==> config.mk <==
export PLATFORM = sky130hd
export DESIGN_NAME = cal_log2
export DESIGN_NICKNAME = d
export VERILOG_FILES = /design/src/cal_pkg.sv /design/src/cal_log2.sv
export SDC_FILE = /design/constraint.sdc
export NUM_CORES = 2
export LEC_CHECK = 0
export ABC_CLOCK_PERIOD_IN_PS = 11300
export BUFFER_PORTS_ARGS = -buffer_cell sky130_fd_sc_hd__buf_2
export CORE_UTILIZATION = 66
export CTS_CLUSTER_SIZE = 30
export DETAILED_ROUTE_END_ITERATION = 8
export PLACE_DENSITY = 0.84
export SLEW_MARGIN = 20
export SYNTH_ARGS = -nofsm -noshare
export SYNTH_HDL_FRONTEND = slang
export SYNTH_SLANG_ARGS = --single-unit
==> constraint.sdc <==
create_clock -name clock -period 11.3 [get_ports clock]
set_input_delay 1.13 -clock clock [delete_from_list [all_inputs] [get_ports clock]]
set_output_delay 1.13 -clock clock [all_outputs]
set_load 0.05 [all_outputs]
==> src/cal_pkg.sv <==
// Shared types and constants of the cumulative activity level meter.
`timescale 1ns / 1ps
package cal_pkg;

   // Number of lanes that carry stored counters.
   localparam int LANES = 4;
   localparam int LANE_W = (LANES > 1) ? $clog2(LANES) : 1;
   localparam int CNT_W = $clog2(LANES + 1);

   // Fixed field widths.
   localparam int LANE_FIELD_W = 3;
   localparam int MASK_W = 8;
   localparam int LEVEL_W = 16;

   // Log2 values are Q6.16; the frame term with its offset needs one more integer bit.
   localparam int LOG_W = 22;
   localparam int LF_W = 23;
   localparam logic [LF_W-1:0] LF_OFFSET = LF_W'(25 << 16);

   // log10(2)/8 in Q0.32 and the width of the scaled log difference.
   localparam int COEF_W = 28;
   localparam logic [COEF_W-1:0] LEVEL_COEF = COEF_W'(161614248);
   localparam int PROD_W = LF_W + COEF_W;

   // One memory entry: the pending snapshot and the baseline of a lane.
   typedef struct packed {
      logic [63:0] pend_e;
      logic [31:0] pend_t;
      logic [63:0] base_e;
      logic [31:0] base_t;
   } lane_entry_type;

   // Access request to the lane memory.
   typedef struct packed {
      logic           rd_en;
      logic [LANE_W-1:0] rd_addr;
      logic           we;
      logic [LANE_W-1:0] wr_addr;
      lane_entry_type wdata;
   } mem_req_type;

endpackage

==> src/cal_log2.sv <==
// Iterative log2 unit: binary leading-one search, then sixteen squaring steps.
`timescale 1ns / 1ps
module cal_log2
   import cal_pkg::*;
(
   input  logic             clock,
   input  logic             reset,
   input  logic             start,
   input  logic [63:0]      x,
   output logic             done,
   output logic [LOG_W-1:0] result
);

   typedef enum logic [2:0] {
      LG_IDLE = 3'b001,
      LG_NORM = 3'b010,
      LG_SQR  = 3'b100
   } lg_state_type;

   lg_state_type state_ff;
   logic [63:0]  v_ff;
   logic [5:0]   e_ff;
   logic [3:0]   step_ff;
   logic [31:0]  m_ff;
   logic [15:0]  frac_ff;
   logic         done_ff;

   logic        top_zero;
   logic [63:0] v_shift;
   logic [5:0]  e_dec;
   logic [63:0] v_in;
   logic [63:0] sq;
   logic [32:0] q;

   // One halving step of the leading-one search per cycle.
   always_comb begin
      case (step_ff[2:0])
         3'd0: begin
            top_zero = (v_ff[63:32] == '0);
            v_shift = {v_ff[31:0], 32'b0};
            e_dec = 6'd32;
         end
         3'd1: begin
            top_zero = (v_ff[63:48] == '0);
            v_shift = {v_ff[47:0], 16'b0};
            e_dec = 6'd16;
         end
         3'd2: begin
            top_zero = (v_ff[63:56] == '0);
            v_shift = {v_ff[55:0], 8'b0};
            e_dec = 6'd8;
         end
         3'd3: begin
            top_zero = (v_ff[63:60] == '0);
            v_shift = {v_ff[59:0], 4'b0};
            e_dec = 6'd4;
         end
         3'd4: begin
            top_zero = (v_ff[63:62] == '0);
            v_shift = {v_ff[61:0], 2'b0};
            e_dec = 6'd2;
         end
         3'd5: begin
            top_zero = !v_ff[63];
            v_shift = {v_ff[62:0], 1'b0};
            e_dec = 6'd1;
         end
         default: begin
            top_zero = 1'b0;
            v_shift = v_ff;
            e_dec = 6'd0;
         end
      endcase
      v_in = top_zero ? v_shift : v_ff;
   end

   // Squaring step on the Q1.31 mantissa.
   assign sq = m_ff * m_ff;
   assign q = sq[63:31];

   always_ff @(posedge clock) begin
      if (reset) begin
         state_ff <= LG_IDLE;
         done_ff <= 1'b0;
         step_ff <= '0;
      end else begin
         done_ff <= 1'b0;
         unique case (state_ff)
            LG_IDLE: begin
               if (start) begin
                  v_ff <= x;
                  e_ff <= 6'd63;
                  step_ff <= '0;
                  state_ff <= LG_NORM;
               end
            end
            LG_NORM: begin
               v_ff <= v_in;
               if (top_zero) begin
                  e_ff <= e_ff - e_dec;
               end
               if (step_ff == 4'd5) begin
                  m_ff <= v_in[63:32];
                  frac_ff <= '0;
                  step_ff <= '0;
                  state_ff <= LG_SQR;
               end else begin
                  step_ff <= step_ff + 4'd1;
               end
            end
            LG_SQR: begin
               frac_ff <= {frac_ff[14:0], q[32]};
               m_ff <= q[32] ? q[32:1] : q[31:0];
               step_ff <= step_ff + 4'd1;
               if (step_ff == 4'd15) begin
                  done_ff <= 1'b1;
                  state_ff <= LG_IDLE;
               end
            end
            default: state_ff <= LG_IDLE;
         endcase
      end
   end

   assign done = done_ff;
   assign result = {e_ff, frac_ff};

endmodule

==> flow_summary.toml <==
[sta]
finalCritPeriodShare_pct = 84.8
max_freq_mhz = 104
hold_viol = 0
worstMarginPinSlew_ps = 1210
drv_slew = 0
setup_violations = 0
setup_tns_ps = 0
maxSlewHeadroom_pct = 19.6
fin_hold_ws_ps = 546
skew_ps = 8.15
rsz0062_at_grt = "no"
fin_crit_ps = 9590

[worst_setup_path]
start_kind = "flip-flop"
cp_max_fo = 32
setup.worst_path.start = "m_ff[2]"
worstRegToRegCells = 24
crit_path_end_kind = "flip-flop"
worstReg2RegStart = "m_ff[2]"
worstSetupPathType = "reg2reg"
crit_path_end = "m_ff[7]"
cp.required_ps = 11460
r2r-end = "m_ff[7]"
arrival_ps = 9750
reg2reg_slack_ps = 1710

[floorplan]
die_h_um = 240
num_io_pins = 90
start_util_pct = 67.3
die_x_um = 240
rows = 86
die_area_um2 = 57400
core-area_um2 = 55400

[cts]
cts_resized = 0
cts_buffers = 17
post_cts_buffers = 0
clkSinkCount = 126
postCtsHoldBufs = 0
clk_latency_ps = 430
cts-htree-levels = 4
cts_root_buffer = "clkbuf_16"
clockBufferDepth = 2
clk_pin_slew_ps = 60
cts_tree = "yes"

[routing]
avgRoutedWirePerCell_um = 21.2
drc = 20
drt_wl_total_um = 100000
drt_iter0_markers = 2882
ant_nets = 0
viasPerCell = 5.98
dr_total_vias = 28199
first_pass_iters = 9

[synthesis]
synth_top_family_by_area = "adder cells"
synth_nets = 5150
synth_xor_area_share_pct = 1.97
synthMuxAreaShare_pct = 2.39
synth_compound_area_share_pct = 9.45
synthSimpleGateAreaFrac_pct = 11.4
synth-seq-cells = 126
syn_area_um2 = 37300
yosysWarnings = 0
synth_edf_count = 118
synthAdderAreaFrac_pct = 52.8
ys_seq_area_share_pct = 9.94
synth_cell_types = 77
syn_inst = 3984
ys.flop_type = "edfxtp_1"
avgSynthCellArea_um2 = 9.35
ys_async_sr_fraction_pct = 0

[global_route]
antenna_found_initial = 3
grt_pass1_vias = 30600
grt_pass1_wl_um = 162000
grt_max_degree = 83
gr-total-overflow = 0
grt_use_total_pct = 37.1

[layout]
final_cell_mix = "inv_1 (998), fa_1 (792), nand2_1 (394), ha_1 (305), and2_1 (251)"
drive_above_1_share_pct = 5.72
finalCoreUtilization_pct = 70.4
final_area_um2 = 39000
final_common_cell = "inv_1"
final_nets = 5120
area_growth_syn_to_layout_pct = 4.64
diodes = 0

[flow_run]
maxCapViolCount = 0

[place]
place_area_um2 = 38400
io_buffers = 89
hpwl_um = 80000
gp_congestion = 1.00

[min_path]
min_path_cells = 1
hp-class = "reg2reg"

[pwr]
p_per_area_nw_per_um2 = 61.7
ir_drop_mv = 0.159
leakage_nw = 19.8

[status]
violations = "design-rule violations"
outcome = "complete, but fails checks"
## layer usage
| layer | track usage (%) | routed length (µm) |
|---|---|---|
| met2 | 60.6 | 47700 |
| met5 | 0 | 13 |
| met1 | 47.6 | 36200 |
| met4 | 17.8 | 5680 |
| met3 | 7.59 | 10500 |
## power breakdown
group	switching [W]	total, W	internal (W)
clock	0.000230	0.000604	0.000374
combinational	0.000758	0.00120	0.000447
sequential	0.0000474	0.000597	0.000549
total	0.00104	0.00241	0.00137
## final cells by class
type | count | area, µm²
multi-input combinational | 2668 | 29100
fill | 4099 | 16400
inverter | 1001 | 3760
sequential | 126 | 3700
tap | 748 | 936
timing repair buffer | 140 | 828
clock buffer | 18 | 429
clock inverter | 14 | 208
## cell families (layout without fill, tap and decap cells)
logic type / count (synthesis) / count (layout)
DFF: 126 / 126
adders and majority gates: 1099 / 1099
muxes: 87 / 87
AOI/OAI and AO/OA: 516 / 516
buffers and inverters: 1190 / 1173
xor gates and xnor gates: 82 / 82
and+or+nand+nor: 884 / 884
## cells in the mapped netlist, types with 8 or more instances
cell type	n	area [µm²]
inv_1	998	3750
fa_1	792	15900
nand2_1	395	1480
ha_1	307	3840
and2_1	251	1570
clkbuf_1	177	664
edfxtp_1	118	3540
a21oi_1	112	561
nor2_1	109	409
o21ai_0	104	521
mux2i_1	70	701
a22oi_1	59	443
xor2_1	42	368
xnor2_1	38	333
a21o_1	37	278
a222oi_1	36	360
nor2b_1	34	213
nand3_1	25	125
a22o_1	21	184
a31oi_1	21	131
nand4_1	19	119
mux2_2	16	180
nor3_1	15	75.1
o21bai_1	14	105
o31ai_1	14	105
a31o_2	13	114
a211oi_1	12	90.1
o21ai_1	12	60.1
buf_2	9	45.0
dfxtp_1	8	160
## critical path: stages, from the launching register on
cell and delay, ps:
edfxtp_1 1150, buf_4 420, and2_1 220, fa_1 430, ha_1 320, a31o_2 270
fa_1 530, inv_1 60, fa_1 560, inv_1 70, fa_1 500, fa_1 580
fa_1 440, fa_1 460, ha_1 330, a21oi_1 160, o21ai_1 110, nor3_2 160
o2111ai_1 200, a21oi_4 380, o22ai_2 200, o221ai_4 320, xor2_4 900, mux2i_1 370
mux2i_1 130
## registers in the layout (all words and copies together), names as in the netlist
signal / cells
step_ff: 4
frac_ff: 16
e_ff: 6
m_ff: 32
v_ff: 64
done: 1
state_ff: 3
## metrics by stage
| stage | setup slack [ps] | power (W) | cells |
|---|---|---|---|
| floorplan | 3400 | 0.00144 | 3984 |
| global placement | 2040 | 0.00174 | 4683 |
| detailed placement | 1930 | 0.00176 | 4683 |
| CTS | 1880 | 0.00237 | 4715 |
| global route | 1440 | 0.00253 | 4715 |
| finish | 1710 | 0.00241 | 4715 |
## worst min-delay path by stage
| stage | end | start |
|---|---|---|
| 2_1_floorplan | done | step_ff[3] |
| 3_3_place_gp | frac_ff[15] | frac_ff[14] |
| 3_5_place_dp | done | step_ff[3] |
| 4_1_cts | done | step_ff[3] |
| 5_1_grt | done | step_ff[3] |
| 6_report | frac_ff[15] | frac_ff[14] |
Note: power is estimated with default switching activity, not from simulation.
