--- src/cal_pkg.sv ---
// Shared types and constants of the cumulative activity level meter.
`timescale 1ns / 1ps
package cal_pkg;

   // Number of lanes that carry stored counters.
   localparam int LANES = 4;
   localparam int LANE_W = (LANES > 1) ? $clog2(LANES) : 1;
   localparam int CNT_W = $clog2(LANES + 1);

   // Fixed field widths.
   localparam int LANE_FIELD_W = 3;
   localparam int MASK_W = 8;
   localparam int LEVEL_W = 16;

   // Log2 values are Q6.16; the frame term with its offset needs one more integer bit.
   localparam int LOG_W = 22;
   localparam int LF_W = 23;
   localparam logic [LF_W-1:0] LF_OFFSET = LF_W'(25 << 16);

   // log10(2)/8 in Q0.32 and the width of the scaled log difference.
   localparam int COEF_W = 28;
   localparam logic [COEF_W-1:0] LEVEL_COEF = COEF_W'(161614248);
   localparam int PROD_W = LF_W + COEF_W;

   // One memory entry: the pending snapshot and the baseline of a lane.
   typedef struct packed {
      logic [63:0] pend_e;
      logic [31:0] pend_t;
      logic [63:0] base_e;
      logic [31:0] base_t;
   } lane_entry_type;

   // Access request to the lane memory.
   typedef struct packed {
      logic           rd_en;
      logic [LANE_W-1:0] rd_addr;
      logic           we;
      logic [LANE_W-1:0] wr_addr;
      lane_entry_type wdata;
   } mem_req_type;

endpackage

--- src/cal_lane_mem.sv ---
// Lane memory: pending and baseline counters, one entry per lane, registered read.
`timescale 1ns / 1ps
module cal_lane_mem
   import cal_pkg::*;
(
   input  logic           clock,
   input  mem_req_type    mem_req,
   output lane_entry_type rd_data
);

   lane_entry_type mem_ff [LANES];
   lane_entry_type rdata_ff;

   // One write port and one read port; the read data is registered.
   always_ff @(posedge clock) begin
      if (mem_req.we) begin
         mem_ff[mem_req.wr_addr] <= mem_req.wdata;
      end
      if (mem_req.rd_en) begin
         rdata_ff <= mem_ff[mem_req.rd_addr];
      end
   end

   assign rd_data = rdata_ff;

endmodule

--- config.mk ---
export PLATFORM = sky130hd
export DESIGN_NAME = cal_lane_mem
export DESIGN_NICKNAME = d
export VERILOG_FILES = /design/src/cal_pkg.sv /design/src/cal_lane_mem.sv
export SDC_FILE = /design/constraint.sdc
export NUM_CORES = 1
export LEC_CHECK = 0
export BUFFER_PORTS_ARGS = -buffer_cell sky130_fd_sc_hd__buf_2
export CAP_MARGIN = 20
export CORE_UTILIZATION = 29
export CTS_BUF_LIST = sky130_fd_sc_hd__clkbuf_8
export CTS_CLUSTER_DIAMETER = 150
export DETAILED_ROUTE_END_ITERATION = 10
export PLACE_DENSITY = 0.5
export SYNTH_ARGS = -nofsm -noshare
export SYNTH_HDL_FRONTEND = slang
export SYNTH_SLANG_ARGS = --single-unit
--- constraint.sdc ---
create_clock -name clock -period 30.9 [get_ports clock]
set_clock_uncertainty 0.15 [all_clocks]
set_input_delay 9.27 -clock clock [delete_from_list [all_inputs] [get_ports clock]]
set_output_delay 9.27 -clock clock [all_outputs]
set_load 0.02 [all_outputs]
==> results of run 1 <==
layer usage:
metal | vias to the layer above | global-route usage [%] | part of all wire, %
met1 | 7618 | 14.9 | 40
met4 | 34 | 4.44 | 2.4
li1 | 6327 | - | -
met3 | 165 | 5.25 | 9.2
met5 | - | 0 | 0.32
met2 | 489 | 19.6 | 48
final timing paths:
check | slack, ns | endpoint | depth (start not counted) | start
max | 18.96 | rd_data[36] | 4 | mem_req[195]
min | 0.46 | rd_data[87] | 1 | mem_ff[2][87]
max reg2reg | 29.63 | rd_data[170] | 1 | mem_ff[3][170]
min reg2reg | 0.46 | rd_data[87] | 1 | mem_ff[2][87]
registers in the layout, indices dropped and copies added, names as in the netlist:
name / count
rd_data: 192
mem_ff: 768
Yosys cell counts:
library cell | instances | share of area (%)
and3_1 | 1 | 0.019
and3b_1 | 2 | 0.052
buf_12 | 20 | 1.2
buf_2 | 18 | 0.27
buf_4 | 1 | 0.022
buf_6 | 1 | 0.033
clkbuf_1 | 3 | 0.033
edfxtp_1 | 960 | 86
mux4_2 | 192 | 13
nor3b_1 | 1 | 0.022
cell families (layout without fill, tap and decap cells):
group | count (synthesis) | in the layout | synth area share (%)
flip-flops | 960 | 960 | 85.5
multiplexers | 192 | 192 | 12.8
AND/OR/NAND/NOR | 4 | 4 | 0.0928
buffers and inverters | 43 | 704 | 1.54
other | 0 | 7 | 0
placed cells by master (no fill, tap or decap):
cell	netlist	final
diode_2	0	7
buf_12	20	1
buf_8	0	3
buf_4	1	17
mux4_2	192	192
buf_2	18	387
clkinv_4	0	1
bufinv_16	0	10
inv_1	0	45
clkinvlp_4	0	4
clkinv_1	0	44
clkbuf_8	0	167
edfxtp_1	960	960
inv_8	0	4
and3b_4	0	2
inv_6	0	5
nor3b_2	0	1
clkinv_2	0	15
clkinv_8	0	1
and3_4	0	1
power breakdown:
part	internal, uW	switching, uW	leakage (uW)	total (uW)
sequential	1520	18.8	0.00893	1540
clock	590	509	0.00177	1100
combinational	60.3	94.1	0.00288	154
cell type report:
cell class | count | share of cell area, %
Multi-Input combinational cell | 196 | 10.8
Antenna cell | 7 | 0.0434
Timing Repair Buffer | 408 | 5.27
Clock buffer | 167 | 5.69
Tap cell | 1512 | 4.68
Sequential cell | 960 | 71.4
Clock inverter | 129 | 2.11
critical path: stages:
cell	delay, ns
buf_8	0.68
buf_4	0.76
buf_4	0.81
mux4_2	0.60
through the flow:
| step | setup slack [ns] | utilization, % | cell area, sq um | hold WS [ns] |
|---|---|---|---|---|
| global placement | 17.95 | 32.4 | 37200 | 0.460 |
| CTS | 18.88 | 35.2 | 40400 | 0.452 |
| floorplan | 6.56 | - | 33700 | 0.459 |
| global route | 18.63 | 35.2 | 40400 | 0.468 |
| finish | 18.96 | 35.2 | 40400 | 0.463 |
| detailed placement | 17.93 | 32.4 | 37200 | 0.468 |
==> results.txt, run 1 <==
IR analysis of the VDD net gives a maximum drop of 0.0000353 V. The maximum number of pins on one net before global-route repair is 134. For this run, the number of Yosys warnings is 0. The layout net count came out at 1931. The aggregate global-route resource usage came out at 12.3%. The critical path is of the input port to flop type. The final global-route overflow total came out at 0. The clock passes through at most 3 buffers. The run finished with clean final reports. The post-synthesis average cell area came out at 28.1 sq um.

Detailed routing inserted a total of 14600 vias. Summing internal, switching and leakage power gives 2790 uW. From left edge to right edge, the die measures 343 um. The first global-routing pass estimated 105000 um of wire. The initial antenna violation count came out at 31. The top-level I/O count came out at 391. The number of buffers created by CTS came out at 166. The sequential area share after synthesis came out at 85.5%. The final layout contains routed wiring with a total length of 72600 um. The number of DRC markers in iteration 0 is 713.

The tree built by TritonCTS fans out to 960 sinks. The synthesized netlist occupies a cell area of 33700 sq um. The quantity of gates resized following cts is 0. The summed negative setup slack over all endpoints came out at 0 ns. The worst setup path is launched from an input port.

The die height is 343 um. In this run, distinct cell masters in the synthesized netlist total 10. The number of nets in the synthesized netlist came out at 1398.

In the synthesized netlist, the number of instances is 1199. The core region area came out at 115000 sq um. The filler cell count came out at 10700. The required time at the worst-slack endpoint is 31.28 ns. The via-per-instance ratio came out at 4.33. The timing-limited maximum frequency is 83.7 MHz. The detail route stage leaves a number of antenna-violating nets equal to 0. The classification of the worst-slack hold path is flop to flop. The number of H-tree levels is 4. After detailed placement, the design holds a cell count of 3076. TritonCTS built the clock tree.

The max-capacitance violation count is 0. The part of the cycle the worst path needs is 38.6%. The die area is 118000 sq um. The number of detailed-route iterations in the first pass is 6. The number of buffers inserted for hold repair after clock tree synthesis is 0. The count of cells in the finished layout, fillers not included, comes to 3379. Setup repair after global routing left no endpoint under its margin. The final weighted congestion in routability-driven placement is 0.700. In this run the tightest slew margin relative to its limit is 14.7%.

The total count of hold-check failures in the final report came out at 0. The total power divided by cell area came out at 69.0 nW/um^2. The number of remaining DRC errors came out at 0. The area used by sequential logic in the layout is 28800 sq um. The number of buffer cells added on primary ports came out at 390. The final count of negative-setup-slack endpoints is 0. The layout overhead on the synthesized area came out at 19.8%. STA classifies the critical path endpoint as a flop. The placed wire-length estimate is 41000 um. The area of the multi-input gates came out at 4370 sq um. The analysis attributes to cell leakage a power of 0.0136 uW. The slew of the pin with the lowest slew margin came out at 1.28 ns. The highest fanout seen on the critical path is 77.

The number of synthesized register bits is 960. The number of post-CTS setup repair buffers is 0. The CTS clock-pin slew for the worst setup and hold paths came out at 0.06 ns.

The total number of placement rows is 124. The via count of the first global-routing pass was 16000. The share of final-layout standard cells stronger than drive strength 1 is 43.6%. In the final routed layout, each cell accounts on average for 21.5 um.

The data arrival at the endpoint of the critical path is 12.32 ns. The initial standard-cell utilization of the core came out at 29.4%. The number of slew-limit violations in the final report came out at 0. The clock network latency to the later pin of the worst-skew pair came out at 0.81 ns. The routed design could run at a clock period as short as 11.94 ns. The CTS root buffer is clkbuf_8.
(Power assumes the default switching activity.)
==> inputs of run 2 (changes only) <==
--- a/config.mk
+++ b/config.mk
@@ -5,6 +5,7 @@
 export SDC_FILE = /design/constraint.sdc
 export NUM_CORES = 1
 export LEC_CHECK = 0
+export ABC_AREA = 1
 export BUFFER_PORTS_ARGS = -buffer_cell sky130_fd_sc_hd__buf_2
 export CAP_MARGIN = 20
 export CORE_UTILIZATION = 29
==> constraint.sdc (replaced) <==
create_clock -name clock -period 11.7 [get_ports clock]
set_clock_uncertainty 0.15 [all_clocks]
set_input_delay 3.51 -clock clock [delete_from_list [all_inputs] [get_ports clock]]
set_output_delay 3.51 -clock clock [all_outputs]
set_load 0.02 [all_outputs]
==> results.txt, run 2 <==
The run finished with clean final reports. The via count of the first global-routing pass came out at 22000. mem_ff holds more flip-flops than any other register. The worst supply voltage drop on vdd came out at 0.000108 V. The number of post-CTS setup repair buffers came out at 0. The initial standard-cell utilization of the core came out at 29.3%. After synthesis, the mean cell area works out to 11.9 sq um.

The routed layout has 22400 vias. During synthesis, Yosys emitted a total of 0 warnings. The worst hold slack came out at 0.420 ns. The quantity of gates resized following cts is 0. Among all stages on the critical path, the largest delay is contributed by buf_4. At the end of routability-driven placement, the weighted congestion stood at 0.719. The number of standard cells in the final layout excluding fillers came out at 5537. The final layout contains 3863 nets. The critical path is of the input port to flop type.

The final global-route overflow total came out at 0. The die boundary width is 364 um. The design draws 7410 uW. The area growth from synthesis to layout is 17.7%. The slew of the pin with the lowest slew margin came out at 0.985 ns. At the worst endpoint, the required time is 12.29 ns. The worst setup path is launched from an input port. The number of clock buffers added by TritonCTS is 166. The first detailed-routing pass took 5 iterations.

The routed wire length is 87900 um. The share of synthesized flip-flops with an asynchronous set or reset came out at 0%. The die height is 364 um. The cell occurring most often along the worst timing path is nand2_1.

Setup violations remaining at the end of the flow were counted as 0. The highest fanout seen on the critical path is 141. In this run, synthesis inferred 960 flip-flops with an integrated enable.

The part of the cycle the worst path needs is 45.3%. Measured against its own limit, the worst slew margin works out to 34.4%. The top-level I/O count is 391. The maximum number of pins on one net before global-route repair came out at 142. The core region area came out at 130000 sq um.

The total number of placement rows is 132. After the first detailed-routing iteration, the DRC count stood at 1250. Counting distinct cell types in the post-synthesis netlist gives 10. Summing every instance area after synthesis gives 38100 sq um.

The die covers 133000 sq um. After detailed routing, the number of remaining DRC violations is 0. In the post-synthesis netlist, the biggest area contributors are edfxtp_1 (76%), nand2_1 (9.5%), inv_1 (7.6%), nand3_1 (5.0%), buf_2 (1.0%). After technology mapping, the gate count stands at 3208. The cell class contributing the biggest share of worst-path delay is buffers and inverters. Setup repair after global routing left no endpoint under its margin. The commonest cells after synthesis are edfxtp_1 (960), nand2_1 (960), inv_1 (772). The min-delay analysis places its worst path in the category flop to flop. The worst path in the final design needs a cycle of 5.30 ns, including I/O delays and setup. The timing-limited maximum frequency came out at 189 MHz. The total number of clock tree sinks came out at 960. Sequential cells were found to cover 75.7% of the synthesized design area. The total power divided by cell area is 165 nW/um^2.

The number of nets still failing antenna checks after routing is 0. In the final routed layout, each cell accounts on average for 15.9 um. The number of slew-limit violations in the final report is 0.

The initial antenna violation count is 22. The analysis attributes to cell leakage a power of 0.0198 uW. The total count of hold-check failures in the final report is 0. The largest stage delay on the critical path is 0.67 ns. In this run the tool buffered the top-level ports with 390 buffer cells.

The first global-routing pass estimated 132000 um of wire. In the synthesized netlist the dominant register cell turns out to be edfxtp_1. The number of nets in the synthesized netlist came out at 3407. For this design, the CTS-stage hold fixing added 0 buffers. The max-capacitance violation count came out at 0. The CTS clock-pin slew for the worst setup and hold paths is 0.06 ns. Of the cells placed in the final design, the portion with a size suffix greater than 1 is 16.3%. Using the TritonRoute via totals, the vias-per-cell ratio works out to 4.05. After detailed placement, the design holds a cell count of 5238.

Global routing used 13.3% of the available tracks. The register with the most flip-flops in the layout has 768 of them. The number of buffers and inverters on the critical path is 3. Data on the critical path arrives at its endpoint at 5.89 ns.

In the layout the commonest cells are nand2_1 (960), edfxtp_1 (960), inv_1 (822), buf_2 (387), nand3_1 (384). The placed wire-length estimate came out at 46600 um. The number of H-tree levels came out at 4. The maximum buffer depth of the clock tree came out at 3. The root buffer cell chosen for the clock tree is clkbuf_8. The number of synthesized register bits came out at 960. STA classifies the critical path endpoint as a flop. At the later pin of the worst-skew pair, clock insertion delay measures 0.92 ns. The top-area cell type share of the netlist area came out at 75.7%. The cell type with the largest total area after synthesis is edfxtp_1.

The CTS tree is yes. The signal on the critical path passes through buf_8, clkinv_8, buf_4, nand2_1, nand3_1, nand2_1.
-- run 2: cell count changes after synthesis, moves of 13 or more --
| cell | change |
|---|---|
| buf_2 | +60 |
| nand3_1 | +384 |
| mux4_2 | -192 |
| inv_1 | +772 |
| buf_4 | +30 |
| buf_12 | -20 |
| buf_6 | +13 |
| nand2_1 | +960 |
-- run 2: layer usage --
metal,global-route usage (%),up-vias,share of wire (%)
met5,0,-,0.17
met4,5.58,26,2.7
met3,4.40,177,7.0
met2,21.4,526,47
met1,16.3,10600,43
li1,-,11200,-
-- run 2: worst register-to-register path: stages, from the launching register on --
cell,delay (ns)
edfxtp_1,0.35
inv_1,0.06
nand2_1,0.04
nand3_1,0.13
nand2_1,0.09
-- run 2: cell type report --
type | instances | area, sq um
sequential | 960 | 28800
inverter | 773 | 2920
antenna | 7 | 17.5
clock buffer | 168 | 2310
multi-input combinational | 1348 | 5590
clock inverter | 124 | 742
fill | 12900 | 85000
tap | 1742 | 2180
timing repair buffer | 415 | 2230
-- run 2: through the flow --
step                cell area, sq um  setup TNS (ns)  setup slack [ns]  util (%)
floorplan                      38100          -35.61           -0.0623         -
global placement               41800               0              5.40      32.2
detailed placement             41800               0              5.38      32.2
CTS                            44800               0              6.36      34.5
global route                   44800               0              6.25      34.5
finish                         44800               0              6.40      34.5
-- run 2: final timing paths --
kind	start	to	slack (ns)	depth (start not counted)
max	mem_req[195]	rd_data[39]	6.40	6
min	mem_ff[2][76]	rd_data[76]	0.42	4
max reg2reg	mem_ff[3][2]	rd_data[2]	10.61	4
min reg2reg	mem_ff[2][76]	rd_data[76]	0.42	4
-- run 2: cell families (layout without fill, tap and decap cells) --
kind of cell | Yosys count | after routing | synth area share (%)
buffers and inverters | 900 | 1480 | 9.72
DFF | 960 | 960 | 75.7
and+or+nand+nor | 1348 | 1348 | 14.6
other | 0 | 7 | 0
-- run 2: report_power, final --
part           internal [uW]  total [uW]  switching, uW  leakage [uW]
Combinational            145         517            372       0.00910
Clock                   1460        2850           1390       0.00174
Sequential              4000        4040           42.8       0.00894
Total                   5600        7410           1810        0.0198
